File: config.mk
export PLATFORM = sky130hd
export DESIGN_NAME = utf8_to_cp1252_transcoder_unit_flat
export DESIGN_NICKNAME = d
export VERILOG_FILES = /design/src/hw/rtl/u2c_pkg.sv /design/src/hw/rtl/u2c_in_if.sv /design/src/hw/rtl/u2c_out_if.sv /design/src/hw/rtl/u2c_seq_decode.sv /design/src/hw/rtl/utf8_to_cp1252_transcoder_unit.sv /design/src/flat_wrapper.sv
export SDC_FILE = /design/constraint.sdc
export NUM_CORES = 1
export LEC_CHECK = 0
export BUFFER_PORTS_ARGS = -buffer_cell sky130_fd_sc_hd__buf_4
export CORE_MARGIN = 1.5
export CORE_UTILIZATION = 42
export CTS_CLUSTER_SIZE = 10
export DETAILED_ROUTE_END_ITERATION = 8
export PLACE_DENSITY = 0.55
export SETUP_SLACK_MARGIN = 0.4
export SLEW_MARGIN = 20
export SYNTH_ARGS = -nofsm -noshare
export SYNTH_HDL_FRONTEND = slang
export SYNTH_SLANG_ARGS = --single-unit
export TNS_END_PERCENT = 30
File: constraint.sdc
create_clock -name clk_i -period 5.4 [get_ports clk_i]
set_clock_uncertainty 0.05 [all_clocks]
set_input_delay 0.27 -clock clk_i [delete_from_list [all_inputs] [get_ports clk_i]]
set_output_delay 0.27 -clock clk_i [all_outputs]
set_load 0.02 [all_outputs]
File: src/hw/rtl/u2c_pkg.sv
// u2c_pkg: shared types, constants and the code point map of the UTF-8 to
// Windows-1252 transcoder. No dependencies.
`timescale 1ns / 1ps
`default_nettype none

package u2c_pkg;

  localparam int unsigned BufDepth  = 4;
  localparam int unsigned CpWidth   = 21;
  localparam logic [7:0]  ReplByte  = 8'h3f;

  // Result of checking and decoding one complete sequence.
  typedef struct packed {
    logic       bad;       // a continuation byte has the wrong form
    logic [2:0] bad_pos;   // position of the first bad continuation
    logic [7:0] code;      // mapped byte when not bad
    logic       sub;       // code is a replacement
  } dec_t;

  // Code point to {substituted, byte}.
  function automatic logic [8:0] map_cp(input logic [CpWidth-1:0] cp);
    logic [8:0] res;
    if (cp <= 21'h7f || (cp >= 21'ha0 && cp <= 21'hff)) begin
      res = {1'b0, cp[7:0]};
    end else begin
      unique case (cp)
        21'h20ac: res = {1'b0, 8'h80};
        21'h201a: res = {1'b0, 8'h82};
        21'h0192: res = {1'b0, 8'h83};
        21'h201e: res = {1'b0, 8'h84};
        21'h2026: res = {1'b0, 8'h85};
        21'h2020: res = {1'b0, 8'h86};
        21'h2021: res = {1'b0, 8'h87};
        21'h02c6: res = {1'b0, 8'h88};
        21'h2030: res = {1'b0, 8'h89};
        21'h0160: res = {1'b0, 8'h8a};
        21'h2039: res = {1'b0, 8'h8b};
        21'h0152: res = {1'b0, 8'h8c};
        21'h017d: res = {1'b0, 8'h8e};
        21'h2018: res = {1'b0, 8'h91};
        21'h2019: res = {1'b0, 8'h92};
        21'h201c: res = {1'b0, 8'h93};
        21'h201d: res = {1'b0, 8'h94};
        21'h2022: res = {1'b0, 8'h95};
        21'h2013: res = {1'b0, 8'h96};
        21'h2014: res = {1'b0, 8'h97};
        21'h02dc: res = {1'b0, 8'h98};
        21'h2122: res = {1'b0, 8'h99};
        21'h0161: res = {1'b0, 8'h9a};
        21'h203a: res = {1'b0, 8'h9b};
        21'h0153: res = {1'b0, 8'h9c};
        21'h017e: res = {1'b0, 8'h9e};
        21'h0178: res = {1'b0, 8'h9f};
        default:  res = {1'b1, ReplByte};
      endcase
    end
    return res;
  endfunction

endpackage

`default_nettype wire

File: src/hw/rtl/u2c_in_if.sv
// u2c_in_if: valid/ready channel carrying raw UTF-8 bytes.
// No dependencies.
`timescale 1ns / 1ps
`default_nettype none

interface u2c_in_if;
  logic       valid;
  logic       ready;
  logic [7:0] in_byte;
  logic       in_last;

  modport source (output valid, output in_byte, output in_last, input ready);
  modport sink   (input valid, input in_byte, input in_last, output ready);
endinterface

`default_nettype wire

File: src/hw/rtl/u2c_out_if.sv
// u2c_out_if: valid/ready channel carrying Windows-1252 result bytes.
// No dependencies.
`timescale 1ns / 1ps
`default_nettype none

interface u2c_out_if;
  logic       valid;
  logic       ready;
  logic [7:0] out_byte;
  logic       substituted;
  logic       run_end;
  logic       stream_end;

  modport source (output valid, output out_byte, output substituted,
                  output run_end, output stream_end, input ready);
  modport sink   (input valid, input out_byte, input substituted,
                  input run_end, input stream_end, output ready);
endinterface

`default_nettype wire

File: src/hw/rtl/u2c_seq_decode.sv
// u2c_seq_decode: checks a complete UTF-8 sequence and maps its code point.
// Depends on u2c_pkg.
`timescale 1ns / 1ps
`default_nettype none

module u2c_seq_decode (
  input  wire logic [3:0][7:0]  seq_i,
  input  wire logic [2:0]       len_i,
  output u2c_pkg::dec_t         dec_o
);

  logic                          found;
  logic [2:0]                    pos;
  logic [u2c_pkg::CpWidth-1:0]   cp;
  logic [8:0]                    map;

  // first continuation that is not 10xxxxxx
  always_comb begin
    found = 1'b0;
    pos   = 3'd0;
    for (int i = 1; i < 4; i++) begin
      if (3'(i) < len_i && !found && seq_i[i][7:6] != 2'b10) begin
        found = 1'b1;
        pos   = 3'(i);
      end
    end
  end

  always_comb begin
    unique case (len_i)
      3'd2:    cp = {10'd0, seq_i[0][4:0], seq_i[1][5:0]};
      3'd3:    cp = {5'd0, seq_i[0][3:0], seq_i[1][5:0], seq_i[2][5:0]};
      default: cp = {seq_i[0][2:0], seq_i[1][5:0], seq_i[2][5:0], seq_i[3][5:0]};
    endcase
  end

  assign map = u2c_pkg::map_cp(cp);

  assign dec_o.bad     = found;
  assign dec_o.bad_pos = pos;
  assign dec_o.code    = map[7:0];
  assign dec_o.sub     = map[8];

endmodule

`default_nettype wire

File: src/hw/rtl/utf8_to_cp1252_transcoder_unit.sv
// utf8_to_cp1252_transcoder_unit: UTF-8 byte stream in, Windows-1252 bytes out.
// Depends on u2c_pkg, u2c_in_if, u2c_out_if and u2c_seq_decode.
`timescale 1ns / 1ps
`default_nettype none

// Channel   Dir  Fields                                        Transfer
// in_i      in   in_byte[7:0], in_last                         valid & ready
// out_o     out  out_byte[7:0], substituted, run_end, stream_end valid & ready
//
// One byte per transfer on in_i; ready is high only while the sequencer idles.
// Each byte taken goes through the byte step (the new byte plus any replayed
// ones), any extra '?' of a bad sequence, an early stream end and the run
// close before the sequencer idles again.
// Any cycle in which the output register is full and not taken stalls the step.
// Reset clears the sequencer, the byte counts and both valid flags.

module utf8_to_cp1252_transcoder_unit (
  input  wire logic   clk_i,
  input  wire logic   rst_ni,
  u2c_in_if.sink      in_i,
  u2c_out_if.source   out_o
);

  localparam logic ST_IDLE = 1'b0;
  localparam logic ST_WORK = 1'b1;

  logic state_q, state_d;

  // Byte store: the pending sequence (first k bytes) followed by the bytes
  // still to be fed (the new byte and any replayed ones), n bytes in all.
  logic [3:0][7:0] a_q, a_d;
  logic [2:0]      n_q, n_d;
  logic [1:0]      k_q, k_d;
  logic [2:0]      seq_len_q, seq_len_d;
  logic [1:0]      rep_cnt_q, rep_cnt_d;   // '?' still owed for a bad sequence
  logic            last_q, last_d;

  // One result is held back so that the last one of a run can be marked.
  logic            hold_v_q, hold_v_d;
  logic [7:0]      hold_byte_q, hold_byte_d;
  logic            hold_sub_q, hold_sub_d;

  logic            out_v_q, out_v_d;
  logic [7:0]      out_byte_q, out_byte_d;
  logic            out_sub_q, out_sub_d;
  logic            out_run_q, out_run_d;
  logic            out_strm_q, out_strm_d;

  logic            can_go;
  logic            step;
  logic            emit_v;
  logic [7:0]      emit_byte;
  logic            emit_sub;
  logic [2:0]      sh;
  logic [2:0]      src;
  logic [7:0]      cur;
  logic [2:0]      lead_len;
  logic            finish;
  u2c_pkg::dec_t   dec;

  u2c_seq_decode u_dec (
    .seq_i (a_q),
    .len_i (seq_len_q),
    .dec_o (dec)
  );

  assign can_go = !out_v_q || out_o.ready;
  assign step   = (state_q == ST_WORK) && can_go;
  assign cur    = a_q[k_q];

  // lead byte class: 0 = not a valid lead (ASCII handled apart)
  always_comb begin
    priority if (cur[7:5] == 3'b110) begin
      lead_len = 3'd2;
    end else if (cur[7:4] == 4'b1110) begin
      lead_len = 3'd3;
    end else if (cur[7:3] == 5'b11110) begin
      lead_len = 3'd4;
    end else begin
      lead_len = 3'd0;
    end
  end

  // Sequencer: byte step, '?', early end or run close per cycle if not stalled.
  always_comb begin
    state_d   = state_q;
    a_d       = a_q;
    n_d       = n_q;
    k_d       = k_q;
    seq_len_d = seq_len_q;
    rep_cnt_d = rep_cnt_q;
    last_d    = last_q;
    emit_v    = 1'b0;
    emit_byte = u2c_pkg::ReplByte;
    emit_sub  = 1'b1;
    sh        = 3'd0;
    src       = 3'd0;
    finish    = 1'b0;

    if (state_q == ST_IDLE) begin
      if (in_i.valid) begin
        a_d[n_q[1:0]] = in_i.in_byte;
        n_d           = n_q + 3'd1;
        last_d        = in_i.in_last;
        state_d       = ST_WORK;
      end
    end else if (step) begin
      priority if (rep_cnt_q != 2'd0) begin
        emit_v    = 1'b1;
        rep_cnt_d = rep_cnt_q - 2'd1;
      end else if ({1'b0, k_q} < n_q) begin
        if (seq_len_q == 3'd0) begin
          priority if (!cur[7]) begin
            emit_v    = 1'b1;
            emit_byte = cur;
            emit_sub  = 1'b0;
            sh        = 3'd1;
          end else if (lead_len != 3'd0) begin
            seq_len_d = lead_len;
            k_d       = 2'd1;
          end else begin
            emit_v = 1'b1;
            sh     = 3'd1;
          end
        end else if ({1'b0, k_q} + 3'd1 == seq_len_q) begin
          // sequence complete
          k_d       = 2'd0;
          seq_len_d = 3'd0;
          emit_v    = 1'b1;
          if (dec.bad) begin
            rep_cnt_d = 2'(dec.bad_pos - 3'd1);
            sh        = dec.bad_pos;
          end else begin
            emit_byte = dec.code;
            emit_sub  = dec.sub;
            sh        = seq_len_q;
          end
        end else begin
          k_d = k_q + 2'd1;
        end
      end else if (last_q && seq_len_q != 3'd0) begin
        // stream ended inside a sequence
        emit_v    = 1'b1;
        seq_len_d = 3'd0;
        k_d       = 2'd0;
        n_d       = 3'd0;
      end else begin
        finish  = 1'b1;
        state_d = ST_IDLE;
        if (last_q) begin
          n_d = 3'd0;
          k_d = 2'd0;
        end
      end

      if (sh != 3'd0) begin
        n_d = n_q - sh;
        for (int i = 0; i < 4; i++) begin
          src = 3'(i) + sh;
          if (src < 3'd4) begin
            a_d[i] = a_q[src[1:0]];
          end
        end
      end
    end
  end

  // hold and output registers
  always_comb begin
    hold_v_d    = hold_v_q;
    hold_byte_d = hold_byte_q;
    hold_sub_d  = hold_sub_q;
    out_v_d     = out_v_q && !out_o.ready;
    out_byte_d  = out_byte_q;
    out_sub_d   = out_sub_q;
    out_run_d   = out_run_q;
    out_strm_d  = out_strm_q;

    if (emit_v) begin
      if (hold_v_q) begin
        out_v_d    = 1'b1;
        out_byte_d = hold_byte_q;
        out_sub_d  = hold_sub_q;
        out_run_d  = 1'b0;
        out_strm_d = 1'b0;
      end
      hold_v_d    = 1'b1;
      hold_byte_d = emit_byte;
      hold_sub_d  = emit_sub;
    end else if (finish && hold_v_q) begin
      out_v_d    = 1'b1;
      out_byte_d = hold_byte_q;
      out_sub_d  = hold_sub_q;
      out_run_d  = 1'b1;
      out_strm_d = last_q;
      hold_v_d   = 1'b0;
    end
  end

  always_ff @(posedge clk_i or negedge rst_ni) begin
    if (!rst_ni) begin
      state_q   <= ST_IDLE;
      n_q       <= 3'd0;
      k_q       <= 2'd0;
      seq_len_q <= 3'd0;
      rep_cnt_q <= 2'd0;
      last_q    <= 1'b0;
      hold_v_q  <= 1'b0;
      out_v_q   <= 1'b0;
    end else begin
      state_q   <= state_d;
      n_q       <= n_d;
      k_q       <= k_d;
      seq_len_q <= seq_len_d;
      rep_cnt_q <= rep_cnt_d;
      last_q    <= last_d;
      hold_v_q  <= hold_v_d;
      out_v_q   <= out_v_d;
    end
  end

  always_ff @(posedge clk_i) begin
    a_q         <= a_d;
    hold_byte_q <= hold_byte_d;
    hold_sub_q  <= hold_sub_d;
    out_byte_q  <= out_byte_d;
    out_sub_q   <= out_sub_d;
    out_run_q   <= out_run_d;
    out_strm_q  <= out_strm_d;
  end

  assign in_i.ready        = (state_q == ST_IDLE);
  assign out_o.valid       = out_v_q;
  assign out_o.out_byte    = out_byte_q;
  assign out_o.substituted = out_sub_q;
  assign out_o.run_end     = out_run_q;
  assign out_o.stream_end  = out_strm_q;

  // the last result of a stream also closes its run
  assert property (@(posedge clk_i) disable iff (!rst_ni)
    (out_v_q && out_strm_q) |-> out_run_q)
    else $error("stream end without run end");

  // closing a final byte leaves nothing pending
  assert property (@(posedge clk_i) disable iff (!rst_ni)
    (finish && last_q) |=> (seq_len_q == 3'd0 && n_q == 3'd0))
    else $error("state left after end of stream");

  // the pending sequence never runs past the stored bytes
  assert property (@(posedge clk_i) disable iff (!rst_ni)
    ({1'b0, k_q} <= n_q) && (n_q <= 3'd4))
    else $error("byte counts out of range");

  // owed replacements only exist while an item is being worked on
  assert property (@(posedge clk_i) disable iff (!rst_ni)
    (rep_cnt_q != 2'd0) |-> (state_q == ST_WORK))
    else $error("replacements owed while idle");

endmodule

`default_nettype wire

File: src/flat_wrapper.sv
// flat-port wrapper written by rule: the top's interface ports become plain ports
module utf8_to_cp1252_transcoder_unit_flat 
  (clk_i, rst_ni, in_i_valid, in_i_in_byte, in_i_in_last, in_i_ready, out_o_valid, out_o_out_byte, out_o_substituted, out_o_run_end, out_o_stream_end, out_o_ready);
  u2c_in_if in_i_i ();
  u2c_out_if out_o_i ();
  input  wire logic clk_i;
  input  wire logic rst_ni;
  input wire logic [$bits(in_i_i.valid)-1:0] in_i_valid;
  input wire logic [$bits(in_i_i.in_byte)-1:0] in_i_in_byte;
  input wire logic [$bits(in_i_i.in_last)-1:0] in_i_in_last;
  output wire logic [$bits(in_i_i.ready)-1:0] in_i_ready;
  output wire logic [$bits(out_o_i.valid)-1:0] out_o_valid;
  output wire logic [$bits(out_o_i.out_byte)-1:0] out_o_out_byte;
  output wire logic [$bits(out_o_i.substituted)-1:0] out_o_substituted;
  output wire logic [$bits(out_o_i.run_end)-1:0] out_o_run_end;
  output wire logic [$bits(out_o_i.stream_end)-1:0] out_o_stream_end;
  input wire logic [$bits(out_o_i.ready)-1:0] out_o_ready;
  assign in_i_i.valid = in_i_valid;
  assign in_i_i.in_byte = in_i_in_byte;
  assign in_i_i.in_last = in_i_in_last;
  assign in_i_ready = in_i_i.ready;
  assign out_o_valid = out_o_i.valid;
  assign out_o_out_byte = out_o_i.out_byte;
  assign out_o_substituted = out_o_i.substituted;
  assign out_o_run_end = out_o_i.run_end;
  assign out_o_stream_end = out_o_i.stream_end;
  assign out_o_i.ready = out_o_ready;
  utf8_to_cp1252_transcoder_unit u_core (.clk_i(clk_i), .rst_ni(rst_ni), .in_i(in_i_i), .out_o(out_o_i));
endmodule
==> results.sh, run 1 <==
export IMPL_status="completed"
export IMPL_drtIter0Drc=391
export IMPL_clock_path_buffers=2
export IMPL_yosysWarnings=0
export IMPL_areaGrowthSynthToFinish_pct=11.5
export IMPL_synth_common_cells="71 x nand2_1, 52 x edfxtp_1, 52 x nor2_1, 39 x mux2i_1, 32 x o221ai_1"
export IMPL_async_reset_ff_share_pct=21.2
export IMPL_post_drt_via_cell_ratio=6.25
export IMPL_portBuffers=25
export IMPL_grt_pass1_wl_mm=24.8
export IMPL_hold_depth=3
export IMPL_grt_usage_pct=25.0
export IMPL_insertion_delay_ns=0.34
export IMPL_yosysUniqueCellTypes=72
export IMPL_cp_max_fo=13
export IMPL_synth_edf_count=52
export IMPL_cts_buffers_inserted=9
export IMPL_r2r_slack_ns=1.12
export IMPL_wl_per_cell_microns=21.0
export IMPL_hp_class="in -> reg"
export IMPL_dr_total_vias=4568
export IMPL_grt_overflow=0
export IMPL_synth_area_leaders="edfxtp_1 30%, mux2i_1 7.5%, dfrtp_1 6.7%, o221ai_1 5.4%, nand2_1 5.1%"
export IMPL_synth_top_area_cell="edfxtp_1"
export IMPL_drtAntennaViolNets=0
export IMPL_cp_arrival_ns=4.28
export IMPL_cts_tree="done"
export IMPL_die_width_microns=114
export IMPL_ys_flop_type="edfxtp_1"
export IMPL_syn_avg_cell_area_sq_um=9.64
export IMPL_cts_hold_buf=1
export IMPL_cts_resized=0
export IMPL_synth_seq_area_share_pct=36.7
export IMPL_initial_utilization_pct=43.2
export IMPL_reg2reg_depth=12
export IMPL_wl_mm=15.4
export IMPL_nNetsFinal=582
export IMPL_grt_antenna_before_repair=0
export IMPL_setup_violations=0
export IMPL_criticalPathCategory="reg -> reg"
export IMPL_finalMaxSlewViolations=0
export IMPL_drive_above_1_share_pct=17.9
export IMPL_cts_root_buffer="clkbuf_16"
export IMPL_timing_setup_tns_ns=0
export IMPL_cts_sinks=66
export IMPL_postSynthCellCount=540
export IMPL_core_area_sq_um=12100
export IMPL_crit_path_end="u_core.a_q[12]$_DFFE_PP_"
export IMPL_period_share_pct=79.2
export IMPL_max_clock_freq_mhz=234
export IMPL_worstPathRequired_ns=5.40
export IMPL_gp_congestion=0.895
export IMPL_crit_path_start="u_core.k_q[0]$_DFFE_PN0P_"
export IMPL_report_final_hold_viol_count=0
export IMPL_endpoint_kind="flop"
export IMPL_clkTransAtPathRegs_ns=0.06
export IMPL_grt_pass1_vias=4486
export IMPL_hpwl_mm=11.6
export IMPL_synth_top_area_share_pct=30.0
export IMPL_drv_cap=0
export IMPL_rsz0062_at_grt="false"
export IMPL_die_h_microns=114
export IMPL_synth_nets=564
export IMPL_grt_start_max_net_pins=34
export IMPL_syn_area_sq_um=5200
export IMPL_rows=40
export IMPL_post_cts_buffers=0
export IMPL_reg2reg_to="u_core.a_q[12]$_DFFE_PP_"
export IMPL_ys_ff_latch=66
export IMPL_drt_first_pass_iters=5
export IMPL_worstMarginPinSlew_ns=0.906
export IMPL_layout_min_cycle_time_ns=4.28
export IMPL_cp_start_kind="flop"
export IMPL_synth_most_common_cell="nand2_1"
export IMPL_io_pins=26
export IMPL_htree_levels=3
export IMPL_drcViolationCount=0
export IMPL_die_area_sq_um=13100
export IMPL_slew_headroom_pct=37.9
export IMPL_antenna_cells=0
export IMPL_regToRegStartpoint="u_core.k_q[0]$_DFFE_PN0P_"
## critical path, cell delays in order, from the launching register on
cell,delay (ns)
dfrtp_1,0.70
ha_1,0.36
xor2_1,0.15
nor2_1,0.15
nand2_1,0.16
or4_1,0.56
or4_1,0.64
ha_1,0.25
ha_1,0.25
nor2_1,0.18
nand2_1,0.15
o21ai_0,0.20
buf_4,0.20
## layer usage
layer  vias to the layer above  global-route usage, %  share of wire (%)
met1                      2217                   33.3                 45
met2                       186                   39.7                 47
met3                        39                   4.71                5.3
met5                         -                      0                  0
li1                       2126                      -                  -
met4                         0                   11.6                3.2
## per-stage QoR
step / util, % / instances / cell area, sq um / worst slack, ns / hold slack, ns
after detailed placement: 45.9 / 714 / 5530 / 1.15 / 0.0895
final: 48.1 / 731 / 5800 / 1.12 / 0.103
after floorplan: - / 540 / 5200 / 1.41 / -0.0756
after global routing: 48.1 / 731 / 5800 / 0.805 / 0.106
after global placement: 45.9 / 714 / 5530 / 1.24 / 0.0831
after CTS: 48.1 / 731 / 5800 / 1.11 / 0.0957
## layout make-up
| class | instances | area (sq um) |
|---|---|---|
| Fill cell | 1153 | 6260 |
| Multi-Input combinational cell | 434 | 3110 |
| Sequential cell | 66 | 1910 |
| Timing Repair Buffer | 35 | 265 |
| Clock buffer | 9 | 225 |
| Tap cell | 168 | 210 |
| Inverter | 12 | 45.0 |
| Clock inverter | 7 | 36.3 |
## layout by cell type (no fill, tap or decap), drive strengths merged, types with 4 or more instances in the layout
cell type  netlist  final
or4              5      5
xnor2            5      5
ha              10     10
inv             12     12
nor3            22     22
a31oi            8      8
buf             18     34
nor4             7      7
clkbuf          10      9
dfrtp           14     14
o221ai          32     32
nor2            53     53
mux4             8      8
nand3           12     12
mux2i           43     43
and3             5      5
nand4            8      8
nand2b           8      8
a21oi           23     23
clkinv           0      6
o31ai            4      4
nand2           71     71
or3              7      7
o21ai           22     22
mux2            22     22
nor2b           13     13
edfxtp          52     52
## cell families (layout without fill, tap and decap cells)
group,after synthesis,after routing,share of synthesized area (%)
buf+inv,40,63,3.73
compound gates,121,121,17.5
mux,73,73,17.0
flops,66,66,36.7
xor+xnor,7,7,1.18
fa+ha+maj,11,11,2.79
simple gates,222,222,21.0
## worst min-delay path by stage
| stage | startpoint | end |
|---|---|---|
| 2_1_floorplan | rst_ni | u_core.hold_v_q$_DFFE_PN0P_ |
| 3_3_place_gp | rst_ni | u_core.n_q[2]$_DFFE_PN0P_ |
| 3_5_place_dp | rst_ni | u_core.n_q[2]$_DFFE_PN0P_ |
| 4_1_cts | in_i_valid | u_core.state_q$_DFF_PN0_ |
| 5_1_grt | in_i_in_last | u_core.last_q$_DFFE_PN0P_ |
| 6_report | in_i_valid | u_core.state_q$_DFF_PN0_ |
## state kept, by name, indices dropped and copies added (netlist names)
| signal | count |
|---|---|
| u_core.out_o.out_byte | 8 |
| u_core.k_q | 2 |
| u_core.seq_len_q | 3 |
| u_core.hold_v_q | 1 |
| u_core.out_o.substituted | 1 |
| u_core.out_o.stream_end | 1 |
| u_core.rep_cnt_q | 2 |
| u_core.out_o.valid | 1 |
| u_core.last_q | 1 |
| u_core.hold_byte_q | 8 |
| u_core.a_q | 32 |
| u_core.out_o.run_end | 1 |
| u_core.n_q | 3 |
| u_core.hold_sub_q | 1 |
| u_core.state_q | 1 |
Power of run 1 is left out: the tool's default activity adds up to more than one toggle a clock period on the data nets, which glitch-free logic cannot reach.
==> run 2, diff against run 1 <==
--- a/config.mk
+++ b/config.mk
@@ -5,6 +5,7 @@
 export SDC_FILE = /design/constraint.sdc
 export NUM_CORES = 1
 export LEC_CHECK = 0
+export ABC_AREA = 1
 export BUFFER_PORTS_ARGS = -buffer_cell sky130_fd_sc_hd__buf_4
 export CORE_MARGIN = 1.5
 export CORE_UTILIZATION = 42
==> constraint.sdc (replaced) <==
create_clock -name clk_i -period 4 [get_ports clk_i]
set_clock_uncertainty 0.05 [all_clocks]
set_input_delay 0.2 -clock clk_i [delete_from_list [all_inputs] [get_ports clk_i]]
set_output_delay 0.2 -clock clk_i [all_outputs]
set_load 0.02 [all_outputs]
==> results.sh, run 2 <==
export IMPL_yosysUniqueCellTypes=49
export IMPL_period_share_pct=84.2
export IMPL_synth_most_common_cell="nand2_1"
export IMPL_grt_antenna_before_repair=0
export IMPL_dr_total_vias=5827
export IMPL_criticalPathCategory="reg -> reg"
export IMPL_most_common_layout_cells="237 x nand2_1, 93 x inv_1, 90 x nand3_1, 72 x nor2_1, 55 x o211ai_1"
export IMPL_insertion_delay_ns=0.34
export IMPL_fin_hold_ws_ns=0.0274
export IMPL_max_clock_freq_mhz=297
export IMPL_cts_tree="done"
export IMPL_met3_usage_pct=3.44
export IMPL_nNetsFinal=881
export IMPL_fillers=1448
export IMPL_grt_pass1_wl_mm=29.1
export IMPL_grt_start_max_net_pins=97
export IMPL_synth_top_area_share_pct=25.9
export IMPL_gp_congestion=0.888
export IMPL_worstPathRequired_ns=3.93
export IMPL_rsz0062_at_grt="false"
export IMPL_grt_overflow=0
export IMPL_layout_min_cycle_time_ns=3.37
export IMPL_report_final_hold_viol_count=0
export IMPL_cp_arrival_ns=3.30
export IMPL_die_area_sq_um=15100
export IMPL_wl_per_cell_microns=17.3
export IMPL_clkTransAtPathRegs_ns=0.05
export IMPL_die_h_microns=123
export IMPL_grt_pass1_vias=5578
export IMPL_cts_root_buffer="clkbuf_16"
export IMPL_syn_area_sq_um=6020
export IMPL_syn_avg_cell_area_sq_um=7.16
export IMPL_drcViolationCount=0
export IMPL_use_met2_pct=40.3
export IMPL_rows=43
export IMPL_yosysWarnings=0
export IMPL_top_usage_layer="met2"
export IMPL_finalInstanceArea_sq_um=6600
export IMPL_grt_usage_pct=25.2
export IMPL_multi_input_area_sq_um=3490
export IMPL_ys_ff_latch=66
export IMPL_drt_first_pass_iters=5
export IMPL_clock_path_buffers=2
export IMPL_synth_edf_count=52
export IMPL_io_pins=26
export IMPL_largest_register_ff_count=32
export IMPL_slew_headroom_pct=36.2
export IMPL_slowest_stage="dfrtp_1"
export IMPL_areaGrowthSynthToFinish_pct=9.56
export IMPL_antenna_cells=0
export IMPL_status="completed"
export IMPL_reg2reg_depth=12
export IMPL_async_reset_ff_share_pct=21.2
export IMPL_drive_above_1_share_pct=15.9
export IMPL_synth_seq_area_share_pct=31.7
export IMPL_r2r_slack_ns=0.63
export IMPL_drv_cap=0
export IMPL_cts_buffers_inserted=9
export IMPL_drtAntennaViolNets=0
export IMPL_finalMaxSlewViolations=0
export IMPL_endpoint_kind="flop"
export IMPL_synth_common_cells="237 x nand2_1, 94 x inv_1, 90 x nand3_1, 72 x nor2_1, 55 x o211ai_1"
export IMPL_setup_violations=0
export IMPL_portBuffers=25
export IMPL_core_area_sq_um=13900
export IMPL_ys_flop_type="edfxtp_1"
export IMPL_synth_nets=865
export IMPL_synth_top_area_cell="edfxtp_1"
export IMPL_htree_levels=3
export IMPL_worstMarginPinSlew_ns=0.956
export IMPL_initial_utilization_pct=43.2
export IMPL_hpwl_mm=13.7
export IMPL_regMostFlops="u_core.a_q"
export IMPL_seqCellArea_sq_um=1910
export IMPL_cp_cell_sequence="inv_4 -> nand3_2 -> o2111ai_1 -> nand2_1 -> nand2_1 -> inv_1 -> a211oi_4 -> inv_1 -> ha_1 -> ha_1 -> o22ai_1 -> and3_1"
export IMPL_post_drt_via_cell_ratio=5.59
export IMPL_die_width_microns=123
export IMPL_place_area_sq_um=6280
export IMPL_use_met1_pct=34.8
export IMPL_postSynthCellCount=841
export IMPL_cp_max_fo=13
export IMPL_wl_mm=18.1
export IMPL_drtIter0Drc=475
export IMPL_max_stage_delay_ns=0.49
export IMPL_final_common_cell="nand2_1"
export IMPL_hp_class="in -> reg"
export IMPL_cts_sinks=66
export IMPL_hold_depth=3
export IMPL_timing_setup_tns_ns=0
export IMPL_synth_area_leaders="edfxtp_1 26%, nand2_1 15%, nand3_1 7.5%, o211ai_1 6.9%, inv_1 5.9%"
export IMPL_cp_start_kind="flop"
-- run 2: cell types whose count changed after synthesis, moves of 14 or more --
cell      change
inv_1        +82
mux2_2       -22
mux2i_1      -39
nand2_1     +166
nand3_1      +78
nand3_2      +14
nor2_1       +20
nor2_2       +15
nor3_1       -18
o211ai_1     +54
o221ai_1     -31
-- run 2: path summary, 6_finish.rpt --
check                                                endpoint                                 from
max in group asynchronous           u_core.k_q[1]$_DFFE_PN0P_                               rst_ni
min in group asynchronous           u_core.n_q[1]$_DFFE_PN0P_                               rst_ni
min                                 u_core.last_q$_DFFE_PN0P_                         in_i_in_last
max                                  u_core.a_q[28]$_DFFE_PP_      u_core.seq_len_q[2]$_DFFE_PN0P_
min reg2reg                u_core.out_o.out_byte[7]$_DFFE_PP_  u_core.hold_byte_q[7]$_SDFFCE_PP0P_
max reg2reg                          u_core.a_q[28]$_DFFE_PP_      u_core.seq_len_q[2]$_DFFE_PN0P_
-- run 2: stage by stage --
step	worst slack, ns	util [%]	cells
detailed placement	0.582	45.1	1025
CTS	0.541	47.2	1042
global route	0.400	47.3	1042
floorplan	0.763	-	841
finish	0.630	47.3	1042
global placement	0.566	45.1	1025
-- run 2: worst max-delay path, delay by kind of cell, from the launching register on --
family | cells | cell delay, ns
fa+ha+maj | 2 | 0.48
flops | 1 | 0.49
compound gates | 3 | 0.60
simple gates | 4 | 0.96
buf+inv | 3 | 0.43
-- run 2: cell type report --
cell class | count | area share (%)
tap | 180 | 3.41
clock inverter | 3 | 0.607
clock buffer | 13 | 3.79
sequential | 66 | 29.0
inverter | 105 | 6.07
timing repair buffer | 37 | 4.25
multi-input combinational | 638 | 52.9
-- run 2: what timing repair did --
item / 4_1_cts / 5_1_grt
resized for setup: 0 / 5
setup endpoints to repair: 0 / 40
hold buffers: 1 / 0
hold endpoints to repair: 14 / 0
setup buffers: 0 / 0
-- run 2: layer usage --
metal / part of all wire (%) / vias to the layer above
li1: - / 2887
met1: 47 / 2709
met4: 2.6 / 0
met2: 46 / 199
met3: 4.6 / 32
met5: 0 / -
-- run 2: logic make-up (layout without fill, tap and decap cells) --
| logic type | count (synthesis) | after routing | share of synthesized area [%] |
|---|---|---|---|
| AND/OR/NAND/NOR | 485 | 485 | 38.7 |
| flip-flops | 66 | 66 | 31.7 |
| AO/OA/AOI/OAI | 139 | 139 | 16.1 |
| buffers and inverters | 137 | 158 | 10.5 |
| XOR/XNOR | 3 | 3 | 0.561 |
| adder cells (fa/ha/maj) | 11 | 11 | 2.41 |
Power of run 2 is left out for the same reason.
